`config.mk`:
```
export PLATFORM = sky130hd
export DESIGN_NAME = char_literal_escape_decoder_unit
export DESIGN_NICKNAME = d
export VERILOG_FILES = /design/src/hw/rtl/cled_pkg.sv /design/src/hw/rtl/char_literal_escape_decoder_unit.sv
export SDC_FILE = /design/constraint.sdc
export NUM_CORES = 1
export LEC_CHECK = 0
export ABC_AREA = 1
export BUFFER_PORTS_ARGS = -buffer_cell sky130_fd_sc_hd__buf_2
export CAP_MARGIN = 20
export CORE_ASPECT_RATIO = 1.1
export CORE_MARGIN = 10
export CORE_UTILIZATION = 25
export CTS_CLUSTER_DIAMETER = 60
export CTS_CLUSTER_SIZE = 16
export DETAILED_ROUTE_END_ITERATION = 8
export PLACE_DENSITY = 0.39
export REMOVE_ABC_BUFFERS = 1
export SYNTH_ARGS = -nofsm -noshare
export SYNTH_HDL_FRONTEND = slang
export SYNTH_SLANG_ARGS = --single-unit
```
`constraint.sdc`:
```
create_clock -name i_clk -period 2.6 [get_ports i_clk]
set_input_delay 0.39 -clock i_clk [delete_from_list [all_inputs] [get_ports i_clk]]
set_output_delay 0.39 -clock i_clk [all_outputs]
set_load 0.02 [all_outputs]
```
`src/hw/rtl/cled_pkg.sv`:
```
// Shared types, character codes and digit helpers for the escape decoder.
`default_nettype none

package cled_pkg;

    // Decode phase, one-hot.
    typedef enum logic [6:0] {
        PH_IDLE = 7'b0000001,
        PH_ESC  = 7'b0000010,
        PH_OCT1 = 7'b0000100,
        PH_OCT2 = 7'b0001000,
        PH_OCT3 = 7'b0010000,
        PH_HEX1 = 7'b0100000,
        PH_HEX2 = 7'b1000000
    } t_phase;

    typedef logic [7:0] t_byte;

    localparam t_byte CH_BSLASH = 8'h5C;
    localparam t_byte CH_ZERO   = 8'h30;
    localparam t_byte CH_THREE  = 8'h33;
    localparam t_byte CH_SEVEN  = 8'h37;
    localparam t_byte CH_NINE   = 8'h39;
    localparam t_byte CH_X      = 8'h78;
    localparam t_byte CH_LC_A   = 8'h61;
    localparam t_byte CH_LC_B   = 8'h62;
    localparam t_byte CH_LC_F   = 8'h66;
    localparam t_byte CH_LC_N   = 8'h6E;
    localparam t_byte CH_LC_R   = 8'h72;
    localparam t_byte CH_LC_T   = 8'h74;
    localparam t_byte CH_LC_V   = 8'h76;
    localparam t_byte CH_UC_A   = 8'h41;
    localparam t_byte CH_UC_F   = 8'h46;

    // Result of a hex digit lookup.
    typedef struct packed {
        logic       ok;
        logic [3:0] value;
    } t_hex;

    function automatic t_hex hex_digit(input t_byte b);
        t_hex r;
        r.ok    = 1'b1;
        r.value = 4'd0;
        if (b >= CH_ZERO && b <= CH_NINE) begin
            r.value = b[3:0];
        end else if ((b >= CH_LC_A && b <= CH_LC_F) || (b >= CH_UC_A && b <= CH_UC_F)) begin
            // 'a'/'A' have low nibble 1: add 9 to land on 10.
            r.value = b[3:0] + 4'd9;
        end else begin
            r.ok = 1'b0;
        end
        return r;
    endfunction

    function automatic t_byte named_escape(input t_byte b);
        t_byte r;
        unique case (b)
            CH_LC_A: r = 8'd7;
            CH_LC_B: r = 8'd8;
            CH_LC_F: r = 8'd12;
            CH_LC_N: r = 8'd10;
            CH_LC_R: r = 8'd13;
            CH_LC_T: r = 8'd9;
            CH_LC_V: r = 8'd11;
            default: r = b;
        endcase
        return r;
    endfunction

endpackage

`default_nettype wire

```
`src/hw/rtl/char_literal_escape_decoder_unit.sv`:
```
// Character-literal escape decoder: byte stream in, decoded characters out.
//
// Usage:
//   Input channel  (i_in_valid / o_in_ready, i_source_byte): raw bytes of a
//   character-literal body, one transaction per byte.
//   Output channel (o_out_valid / i_out_ready, o_decoded_byte, o_bad_escape):
//   one transaction per finished character. Backslash, escape prefixes and
//   leading digits of an escape produce no output transaction.
//   A bad octal or hex digit consumes that byte and yields value 0 with
//   o_bad_escape set; decoding then restarts from plain text.
// Pipeline and rate:
//   A byte lands in the input register, is decoded against the phase and
//   digit accumulator in shallow combinational logic, and its character is
//   then written to the result register, which drives the output channel.
//   One byte per cycle is sustained while the result register is not stalled;
//   the single phase/accumulator update per cycle sets that.
// Stall behavior:
//   While the result register holds an untaken character, a byte that
//   yields a character waits in the input register; bytes that yield no
//   character still drain. o_in_ready follows i_out_ready combinationally.
// Reset:
//   i_rst_n (synchronous, active low) empties both registers and returns
//   the decoder to plain-text phase with a cleared accumulator.
`default_nettype none

module char_literal_escape_decoder_unit (
    input  wire                 i_clk,
    input  wire                 i_rst_n,
    input  wire                 i_in_valid,
    output logic                o_in_ready,
    input  wire cled_pkg::t_byte i_source_byte,
    output logic                o_out_valid,
    input  wire                 i_out_ready,
    output cled_pkg::t_byte     o_decoded_byte,
    output logic                o_bad_escape
);
    import cled_pkg::*;

    // Input register
    logic   r_in_valid;
    t_byte  r_in_byte;

    // Decode state
    t_phase r_phase, n_phase;
    t_byte  r_acc, n_acc;

    // Result register
    logic   r_out_valid;
    t_byte  r_out_byte;
    logic   r_out_bad;

    // Decode outputs
    logic   emit;
    t_byte  emit_byte;
    logic   emit_bad;
    t_hex   hex;
    logic   advance;

    assign hex = hex_digit(r_in_byte);

    always_comb begin
        emit      = 1'b0;
        emit_byte = '0;
        emit_bad  = 1'b0;
        n_phase   = r_phase;
        n_acc     = r_acc;
        unique case (r_phase)
            PH_ESC: begin
                if (r_in_byte == CH_ZERO) begin
                    n_phase = PH_OCT1;
                    n_acc   = '0;
                end else if (r_in_byte == CH_X) begin
                    n_phase = PH_HEX1;
                    n_acc   = '0;
                end else begin
                    emit      = 1'b1;
                    emit_byte = named_escape(r_in_byte);
                end
            end
            PH_OCT1: begin
                if (r_in_byte >= CH_ZERO && r_in_byte <= CH_THREE) begin
                    n_acc   = {6'd0, r_in_byte[1:0]};
                    n_phase = PH_OCT2;
                end else begin
                    emit     = 1'b1;
                    emit_bad = 1'b1;
                end
            end
            PH_OCT2: begin
                if (r_in_byte >= CH_ZERO && r_in_byte <= CH_SEVEN) begin
                    n_acc   = {r_acc[4:0], r_in_byte[2:0]};
                    n_phase = PH_OCT3;
                end else begin
                    emit     = 1'b1;
                    emit_bad = 1'b1;
                end
            end
            PH_OCT3: begin
                emit = 1'b1;
                if (r_in_byte >= CH_ZERO && r_in_byte <= CH_SEVEN) begin
                    emit_byte = {r_acc[4:0], r_in_byte[2:0]};
                end else begin
                    emit_bad = 1'b1;
                end
            end
            PH_HEX1: begin
                if (hex.ok) begin
                    n_acc   = {4'd0, hex.value};
                    n_phase = PH_HEX2;
                end else begin
                    emit     = 1'b1;
                    emit_bad = 1'b1;
                end
            end
            PH_HEX2: begin
                emit = 1'b1;
                if (hex.ok) begin
                    emit_byte = {r_acc[3:0], hex.value};
                end else begin
                    emit_bad = 1'b1;
                end
            end
            default: begin
                // Plain text
                if (r_in_byte == CH_BSLASH) begin
                    n_phase = PH_ESC;
                    n_acc   = '0;
                end else begin
                    emit      = 1'b1;
                    emit_byte = r_in_byte;
                end
            end
        endcase
        if (emit) begin
            n_phase = PH_IDLE;
            n_acc   = '0;
        end
    end

    // Retire the held byte when it yields nothing or the result slot frees up.
    assign advance    = r_in_valid && (!emit || !r_out_valid || i_out_ready);
    assign o_in_ready = !r_in_valid || advance;

    always_ff @(posedge i_clk) begin
        if (!i_rst_n) begin
            r_in_valid  <= 1'b0;
            r_out_valid <= 1'b0;
            r_phase     <= PH_IDLE;
            r_acc       <= '0;
        end else begin
            if (o_in_ready) begin
                r_in_valid <= i_in_valid;
            end
            if (advance) begin
                r_phase <= n_phase;
                r_acc   <= n_acc;
            end
            if (advance && emit) begin
                r_out_valid <= 1'b1;
            end else if (i_out_ready) begin
                r_out_valid <= 1'b0;
            end
        end
    end

    // Payload registers
    always_ff @(posedge i_clk) begin
        if (o_in_ready && i_in_valid) begin
            r_in_byte <= i_source_byte;
        end
        if (advance && emit) begin
            r_out_byte <= emit_byte;
            r_out_bad  <= emit_bad;
        end
    end

    assign o_out_valid    = r_out_valid;
    assign o_decoded_byte = r_out_byte;
    assign o_bad_escape   = r_out_bad;

    // An error character always carries value zero.
    a_bad_is_zero: assert property (@(posedge i_clk) disable iff (!i_rst_n)
        r_out_valid && r_out_bad |-> r_out_byte == '0)
        else $error("bad escape with nonzero value");

    // Every emitted character returns the decoder to plain text.
    a_emit_to_idle: assert property (@(posedge i_clk) disable iff (!i_rst_n)
        advance && emit |=> r_phase == PH_IDLE && r_acc == '0)
        else $error("phase not reset after emit");

    // A nonzero accumulator only exists while digits are pending.
    a_acc_phase: assert property (@(posedge i_clk) disable iff (!i_rst_n)
        r_acc != '0 |-> (r_phase == PH_OCT2 || r_phase == PH_OCT3 || r_phase == PH_HEX2))
        else $error("accumulator live outside digit phase");

    // A stalled result is never overwritten.
    a_no_overwrite: assert property (@(posedge i_clk) disable iff (!i_rst_n)
        r_out_valid && !i_out_ready |-> !(advance && emit))
        else $error("result register overwritten");

endmodule

`default_nettype wire
```
==> flow_metrics.env, run 1 <==
export IMPL_p_clk_share_pct=36.0
export IMPL_seq_area_frac_synth_pct=38.0
export IMPL_worstMarginPinSlew_ns=0.554
export IMPL_cp_arrival_ns=2.07
export IMPL_drc=0
export IMPL_setup_viol=0
export IMPL_cts_buffers=5
export IMPL_antenna_found_initial=0
export IMPL_fin_area_sq_um=2570
export IMPL_ys_async_sr_fraction_pct=0
export IMPL_synth_ff_type="edfxtp_1"
export IMPL_slew_limit_headroom_pct=63.0
export IMPL_min_period_ns=2.46
export IMPL_avgRoutedWirePerCell_microns=13.6
export IMPL_viasPerCell=4.45
export IMPL_synthToLayoutAreaGrowth_pct=23.6
export IMPL_min_path_type="input port to flop"
export IMPL_routed_top_layer="met4"
export IMPL_outcome="finished, final reports clean"
export IMPL_critPathMaxFanout=5
export IMPL_critical_path_class="flop to output pin"
export IMPL_coreArea_sq_um=8000
export IMPL_slew_viol_final=0
export IMPL_crit_family="simple AND/OR/NAND/NOR gates"
export IMPL_regToRegSetupSlack_ns=0.34
export IMPL_place_congestion=0.909
export IMPL_period_share_pct=94.6
export IMPL_wl_microns=5950
export IMPL_drt_met1_wl_microns=2790
export IMPL_grt_first_pass_wirelength_microns=10100
export IMPL_diodes=0
export IMPL_clockBufferDepth=2
export IMPL_boundaryPins=23
export IMPL_avgSynthCellArea_sq_um=7.27
export IMPL_wl_met2_microns=2880
export IMPL_crit_required_ns=2.21
export IMPL_endpoint_kind="output pin"
export IMPL_seq_power_share_pct=48.8
export IMPL_powerDensity_nw_per_um2=452
export IMPL_power_leakage_nw=1.09
export IMPL_placed_cell_area_sq_um=2380
export IMPL_clk_pin_slew_worst_paths_ns=0.07
export IMPL_hpwl_microns=4920
export IMPL_synth_distinct_cells=34
export IMPL_gr_total_overflow=0
export IMPL_drt_initial_drc_count=107
export IMPL_switching_share_pct=27.0
export IMPL_start_util_pct=26.0
export IMPL_ys_warn_count=0
export IMPL_synth_top_area_share_pct=24.6
export IMPL_crit_cells=12
export IMPL_utilization_pct=32.1
export IMPL_die_area_sq_um=12400
export IMPL_synthCells=286
export IMPL_worst_hold_path_num_cells=1
export IMPL_clock_skew_ns=0.00820
export IMPL_portBuffers=22
export IMPL_p_switching_w=0.000313
export IMPL_yosysTopAreaCell="edfxtp_1"
export IMPL_max_stage_delay_ns=0.49
export IMPL_synth_seq_cells=31
export IMPL_drtPass1Iterations=5
export IMPL_grt_max_degree=14
export IMPL_route_met3_wl_microns=213
export IMPL_synth_edf_count=17
export IMPL_clk_latency_ns=0.28
export IMPL_cp_num_buf_inv=3
export IMPL_cap_violations=0
export IMPL_r2r_cells=13
export IMPL_grt_pass1_vias=2002
export IMPL_drive_above_1_share_pct=26.7
export IMPL_die_x_microns=107
export IMPL_row_count=34
export IMPL_power_frac_comb_pct=15.3
export IMPL_hold_viol_final=0
export IMPL_tritoncts="done"
export IMPL_critPathLaunchType="flop"
export IMPL_yosysMostFrequentCell="nand2_1"
export IMPL_clock_sinks=31
export IMPL_vdd_ir_drop_max_v=0.000184
export IMPL_netlist_top_cells_area="edfxtp_1 25%, dfxtp_1 13%, nand2_1 13%"
export IMPL_die_y_microns=116
export IMPL_critPathSlowestCell="edfxtp_1"
export IMPL_ant_nets=0
export IMPL_max_clock_freq_mhz=407
export IMPL_internal_power_w=0.000847
export IMPL_cts_hold_buf=0
export IMPL_path_cells="nor2_1 > nand3_1 > inv_1 > nand2_1 > nand2_1 > nand3_1 > nor2_2 > nand3_4 > nand2_4 > inv_2 > nand3_4 > buf_6"
export IMPL_h_tree_depth=2
export IMPL_syn_cell_area_sq_um=2080
export IMPL_nNetsFinal=345
export IMPL_vias=1948
export IMPL_clockRootBuffer="clkbuf_8"
export IMPL_grt_usage_pct=10.3
export IMPL_synth_common_cells="70 x nand2_1, 34 x nand3_1, 32 x inv_1, 32 x nor2_1, 17 x edfxtp_1"
## flip-flops by register name, indices dropped and copies added (netlist names)
signal,count
r_phase,7
r_in_byte,8
o_decoded_byte,8
r_acc,5
r_in_valid,1
o_out_valid,1
o_bad_escape,1
## path summary, 6_finish.rpt
kind	start	end
max	r_in_byte[7]	o_in_ready
min	i_source_byte[1]	r_in_byte[1]
max reg2reg	r_in_byte[0]	o_decoded_byte[3]
min reg2reg	r_acc[4]	r_acc[4]
## area by class of cell
class / instances / area [sq um]
clock buffer: 8 / 100
fill: 901 / 5430
inverter: 41 / 156
multi-input combinational: 212 / 1150
sequential: 31 / 791
tap: 108 / 135
timing repair buffer: 38 / 240
## layer usage
metal  track usage, %  vias up
met3             2.44        5
met5                0        -
met4             3.07        0
met1             13.2      871
met2             16.8       39
li1                 -     1033
## cells by family after synthesis
logic type	Yosys count	synth area share [%]
adder cells (fa/ha/maj)	4	2.41
flip-flops	31	38.0
AO/OA/AOI/OAI	34	9.87
AND/OR/NAND/NOR	173	41.0
XOR/XNOR	1	0.422
buffers and inverters	43	8.25
## metrics by stage
step	setup WS (ns)	hold WS (ns)	instances	power, W	setup TNS (ns)
floorplan	0.235	0.440	284	0.000680	0
global placement	0.132	0.469	424	0.000746	0
detailed placement	0.159	0.469	424	0.000743	0
CTS	0.0127	0.273	432	0.00116	0
global route	-0.0220	0.275	438	0.00122	-0.0220
finish	0.141	0.279	438	0.00116	0
## power by group through the flow
stage	Combinational, W	Sequential (W)	Clock (W)
CTS	0.000169	0.000566	0.000429
global route	0.000202	0.000569	0.000448
detailed placement	0.000166	0.000577	0
floorplan	0.0000974	0.000582	0
finish	0.000177	0.000566	0.000417
global placement	0.000168	0.000578	0
## what timing repair did
item                                    CTS  global route
setup buffers                             0             6
endpoints found under the setup margin    1             1
gates resized for setup                   2             9
pin swaps                                 0             1
## layout by cell type, fill, tap and decap left out, types with 8 or more instances in the layout
master and count:
nor2_1 32, buf_4 15, edfxtp_1 17, buf_2 21, o21ai_0 10, inv_2 10
nand2_1 70, nand2_2 8, inv_1 29, a21oi_1 10, dfxtp_1 14, nand3_1 34
No activity file was read; power rests on OpenSTA's default activity.
==> run 2: changes to the inputs <==
--- a/config.mk
+++ b/config.mk
@@ -8,10 +8,9 @@
 export ABC_AREA = 1
 export BUFFER_PORTS_ARGS = -buffer_cell sky130_fd_sc_hd__buf_2
 export CAP_MARGIN = 20
-export CORE_ASPECT_RATIO = 1.1
+export CORE_ASPECT_RATIO = 0.6
 export CORE_MARGIN = 10
 export CORE_UTILIZATION = 25
-export CTS_CLUSTER_DIAMETER = 60
 export CTS_CLUSTER_SIZE = 16
 export DETAILED_ROUTE_END_ITERATION = 8
 export PLACE_DENSITY = 0.39
==> flow_metrics.env, run 2 (synthesis gave the netlist of run 1 again) <==
export IMPL_clk_latency_ns=0.28
export IMPL_worst_hold_path_num_cells=1
export IMPL_drtPass1Iterations=4
export IMPL_grt_first_pass_wirelength_microns=10300
export IMPL_r2r_end="o_decoded_byte[1]"
export IMPL_coreArea_sq_um=7980
export IMPL_critPathLaunchType="flop"
export IMPL_drive_above_1_share_pct=29.5
export IMPL_placed_cell_area_sq_um=2380
export IMPL_cts_buffers=5
export IMPL_row_count=25
export IMPL_drc=0
export IMPL_endpoint_kind="output pin"
export IMPL_viasPerCell=4.51
export IMPL_rr_startpoint="r_in_byte[0]"
export IMPL_p_total_w=0.00142
export IMPL_fill_cells=859
export IMPL_clock_skew_ns=0.00500
export IMPL_powerDensity_nw_per_um2=524
export IMPL_clock_sinks=31
export IMPL_h_tree_depth=2
export IMPL_multi_input_area_sq_um=1150
export IMPL_layout_common_cells="70 x nand2_1, 34 x nand3_1, 31 x nor2_1"
export IMPL_regToRegSetupSlack_ns=0.26
export IMPL_setup_tns_ns=0
export IMPL_period_share_pct=94.5
export IMPL_synthToLayoutAreaGrowth_pct=30.5
export IMPL_cts_hold_buf=0
export IMPL_clockBufferDepth=2
export IMPL_ant_nets=0
export IMPL_clk_pin_slew_worst_paths_ns=0.05
export IMPL_clockRootBuffer="clkbuf_16"
export IMPL_final_common_cell="nand2_1"
export IMPL_slew_viol_final=0
export IMPL_wl_microns=6470
export IMPL_min_period_ns=2.46
export IMPL_vdd_ir_drop_max_v=0.000278
export IMPL_tritoncts="done"
export IMPL_hold_path_startpoint="i_source_byte[6]"
export IMPL_antenna_found_initial=0
export IMPL_grt_max_degree=14
export IMPL_ff_latch_area_sq_um=791
export IMPL_hpwl_microns=5090
export IMPL_utilization_pct=34.0
export IMPL_gr_total_overflow=0
export IMPL_cp_arrival_ns=2.07
export IMPL_grt_pass1_vias=1877
export IMPL_fin_area_sq_um=2710
export IMPL_hold_viol_final=0
export IMPL_diodes=0
export IMPL_r2r_cells=13
export IMPL_critical_path_class="flop to output pin"
export IMPL_cap_violations=0
export IMPL_outcome="finished, final reports clean"
export IMPL_power_leakage_nw=1.17
export IMPL_die_y_microns=90.6
export IMPL_start_util_pct=26.1
export IMPL_boundaryPins=23
export IMPL_min_path_type="input port to flop"
export IMPL_slew_limit_headroom_pct=63.2
export IMPL_min_to="r_in_byte[6]"
export IMPL_grt_usage_pct=10.6
export IMPL_critPathMaxFanout=6
export IMPL_die_area_sq_um=12500
export IMPL_avgRoutedWirePerCell_microns=14.5
export IMPL_crit_required_ns=2.21
export IMPL_place_congestion=0.885
export IMPL_nNetsFinal=354
export IMPL_max_clock_freq_mhz=407
export IMPL_portBuffers=22
export IMPL_setup_viol=0
export IMPL_vias=2016
export IMPL_worstMarginPinSlew_ns=0.551
export IMPL_drt_initial_drc_count=183
export IMPL_die_x_microns=138
-- run 2: how the worst max path moves through the flow --
stage | start | end | slack (ns)
after global placement | r_in_byte[1] | r_in_byte[6] | 0.08
after CTS | r_in_byte[0] | o_in_ready | 0.03
after global routing | r_in_byte[7] | o_in_ready | -0.01
after floorplan | r_in_byte[0] | r_in_byte[0] | 0.23
after detailed placement | r_in_byte[1] | r_in_byte[6] | 0.13
final | r_in_byte[0] | o_in_ready | 0.14
-- run 2: repair_timing --
item / in CTS / in global routing
setup buffers: 0 / 16
pin swaps: 0 / 1
gates resized for setup: 2 / 12
setup endpoints to repair: 1 / 9
cloned: 0 / 0
-- run 2: per-stage QoR --
| stage | worst slack, ns | instances | hold WS, ns |
|---|---|---|---|
| floorplan | 0.235 | 284 | 0.440 |
| detailed placement | 0.134 | 423 | 0.470 |
| global route | -0.0112 | 447 | 0.279 |
| CTS | 0.0325 | 431 | 0.279 |
| finish | 0.143 | 447 | 0.286 |
| global placement | 0.0797 | 423 | 0.461 |
-- run 2: area by class of cell --
class	count	area share, %
Sequential cell	31	29.2
Tap cell	108	4.98
Clock inverter	1	0.185
Inverter	41	5.86
Multi-Input combinational cell	212	42.5
Timing Repair Buffer	47	11.2
Clock buffer	7	6.05
-- run 2: worst max-delay path: stages, from the launching register on --
cell	delay (ns)
edfxtp_1	0.42
buf_4	0.16
ha_2	0.20
nand2_1	0.07
nand2_1	0.08
nand2_4	0.09
inv_2	0.06
nor2_4	0.12
nand3_2	0.09
nand3_4	0.11
nand2_4	0.05
inv_2	0.07
nand3_4	0.08
buf_6	0.17
-- run 2: per-layer routing --
layer | share of wire, % | GRT usage [%]
met1 | 57 | 17.3
met2 | 35 | 11.8
met3 | 7.6 | 4.17
met4 | 0.39 | 2.08
met5 | 0 | 0
-- run 2: where the power goes --
| part | internal [W] | switching (W) | leakage (nW) |
|---|---|---|---|
| clock network | 0.000437 | 0.000222 | 0.0850 |
| logic | 0.0000741 | 0.000123 | 0.808 |
| registers | 0.000543 | 0.0000229 | 0.277 |
==> run 3: changes to the inputs <==
==> constraint.sdc (replaced) <==
create_clock -name i_clk -period 2.7 [get_ports i_clk]
set_input_delay 0.405 -clock i_clk [delete_from_list [all_inputs] [get_ports i_clk]]
set_output_delay 0.405 -clock i_clk [all_outputs]
set_load 0.02 [all_outputs]
==> flow_metrics.env, run 3 (synthesis gave the netlist of run 1 again) <==
export IMPL_drt_initial_drc_count=148
export IMPL_rr_startpoint="r_in_byte[3]"
export IMPL_drt_met1_wl_microns=3750
export IMPL_avgRoutedWirePerCell_microns=14.4
export IMPL_period_share_pct=94.0
export IMPL_min_period_ns=2.54
export IMPL_coreArea_sq_um=7980
export IMPL_slew_limit_headroom_pct=65.3
export IMPL_fin_hold_ws_ns=0.298
export IMPL_die_area_sq_um=12500
export IMPL_ant_nets=0
export IMPL_viasPerCell=4.56
export IMPL_h_tree_depth=2
export IMPL_placed_cell_area_sq_um=2370
export IMPL_antenna_found_initial=0
export IMPL_hold_path_startpoint="i_source_byte[0]"
export IMPL_setup_viol=0
export IMPL_row_count=25
export IMPL_vias=2034
export IMPL_tritoncts="done"
export IMPL_fill_cells=870
export IMPL_crit_required_ns=2.30
export IMPL_critical_path_class="flop to output pin"
export IMPL_grt_usage_pct=10.6
export IMPL_nNetsFinal=353
export IMPL_clockBufferDepth=2
export IMPL_synthToLayoutAreaGrowth_pct=27.6
export IMPL_grt_first_pass_wirelength_microns=10300
export IMPL_cap_violations=0
export IMPL_start_util_pct=26.1
export IMPL_max_clock_freq_mhz=394
export IMPL_die_x_microns=138
export IMPL_fin_area_sq_um=2650
export IMPL_drc=0
export IMPL_place_congestion=0.865
export IMPL_cts_hold_buf=0
export IMPL_gr_total_overflow=0
export IMPL_diodes=0
export IMPL_p_total_w=0.00126
export IMPL_clock_skew_ns=0.00287
export IMPL_critPathLaunchType="flop"
export IMPL_drtPass1Iterations=4
export IMPL_dp_slack_ns=0.130
export IMPL_hpwl_microns=5130
export IMPL_crit_path_start="r_in_byte[3]"
export IMPL_portBuffers=22
export IMPL_wl_met2_microns=2230
export IMPL_clk_pin_slew_worst_paths_ns=0.05
export IMPL_clock_sinks=31
export IMPL_drive_above_1_share_pct=28.4
export IMPL_cts_buffers=5
export IMPL_setup_ws_ns=0.163
export IMPL_setup_tns_ns=0
export IMPL_vdd_ir_drop_max_v=0.000206
export IMPL_wl_microns=6440
export IMPL_clockRootBuffer="clkbuf_16"
export IMPL_cp_arrival_ns=2.13
export IMPL_critPathMaxFanout=8
export IMPL_power_leakage_nw=1.14
export IMPL_worstMarginPinSlew_ns=0.520
export IMPL_clk_latency_ns=0.28
export IMPL_powerDensity_nw_per_um2=476
export IMPL_routed_top_layer="met4"
export IMPL_hold_viol_final=0
export IMPL_die_y_microns=90.6
export IMPL_final_common_cell="nand2_1"
export IMPL_endpoint_kind="output pin"
export IMPL_grt_pass1_vias=1910
export IMPL_grt_max_degree=14
export IMPL_outcome="finished, final reports clean"
export IMPL_slew_viol_final=0
export IMPL_min_path_type="input port to flop"
export IMPL_route_met3_wl_microns=404
export IMPL_layout_common_cells="70 x nand2_1, 34 x nand3_1, 31 x nor2_1"
export IMPL_boundaryPins=23
run 3: cell count changes in the layout (fill, tap and decap cells not counted), sizes merged:
cell | before | now
clkinv | 2 | 3
buf | 47 | 46
clkbuf | 7 | 6
run 3: path summary, 6_finish.rpt:
check,endpoint,slack (ns),cells past startpoint
worst min-delay path,r_in_byte[0],0.30,1
worst max register to register,r_in_byte[5],0.38,13
worst max-delay path,o_in_ready,0.16,13
worst min register to register,r_phase[5],0.48,2
run 3: timing repair:
item,4_1_cts,5_1_grt
gates resized for setup,2,8
buffers inserted,0,16
setup endpoints to repair,1,1
pin swaps,0,2
run 3: cell type report:
cell class,count,area [sq um],area share (%)
inverters,41,156,5.90
multi-input cells,212,1140,43.0
clock inverters,2,7.51,0.283
repair buffers,46,293,11.0
well taps,108,135,5.09
flip-flops and latches,31,791,29.8
clock buffers,6,129,4.86
run 3: report_power, final:
| part | total [W] | internal [W] | switching, W | leakage, nW |
|---|---|---|---|---|
| clock | 0.000536 | 0.000335 | 0.000201 | 0.0659 |
| sequential | 0.000544 | 0.000523 | 0.0000208 | 0.277 |
| combinational | 0.000184 | 0.0000669 | 0.000117 | 0.802 |
run 3: routing by layer:
metal	vias to the layer above	track usage (%)
met5	-	0
met4	0	3.11
met3	5	3.44
met2	51	12.0
met1	932	17.2
li1	1046	-
run 3: worst max-delay path, stage by stage (launching register included):
cell      delay, ns
edfxtp_1       0.53
inv_4          0.10
buf_4          0.15
nand2_1        0.09
nand3_1        0.08
nand2_1        0.08
nand2_1        0.05
nand2_2        0.11
nand3_2        0.09
nand3_2        0.09
nand2_4        0.08
inv_2          0.07
nand3_2        0.11
buf_4          0.21
run 3: stage by stage:
| stage | std cells | util, % |
|---|---|---|
| floorplan | 284 | - |
| global placement | 422 | 29.7 |
| detailed placement | 422 | 29.7 |
| CTS | 430 | 31.4 |
| global route | 446 | 33.3 |
| finish | 446 | 33.3 |
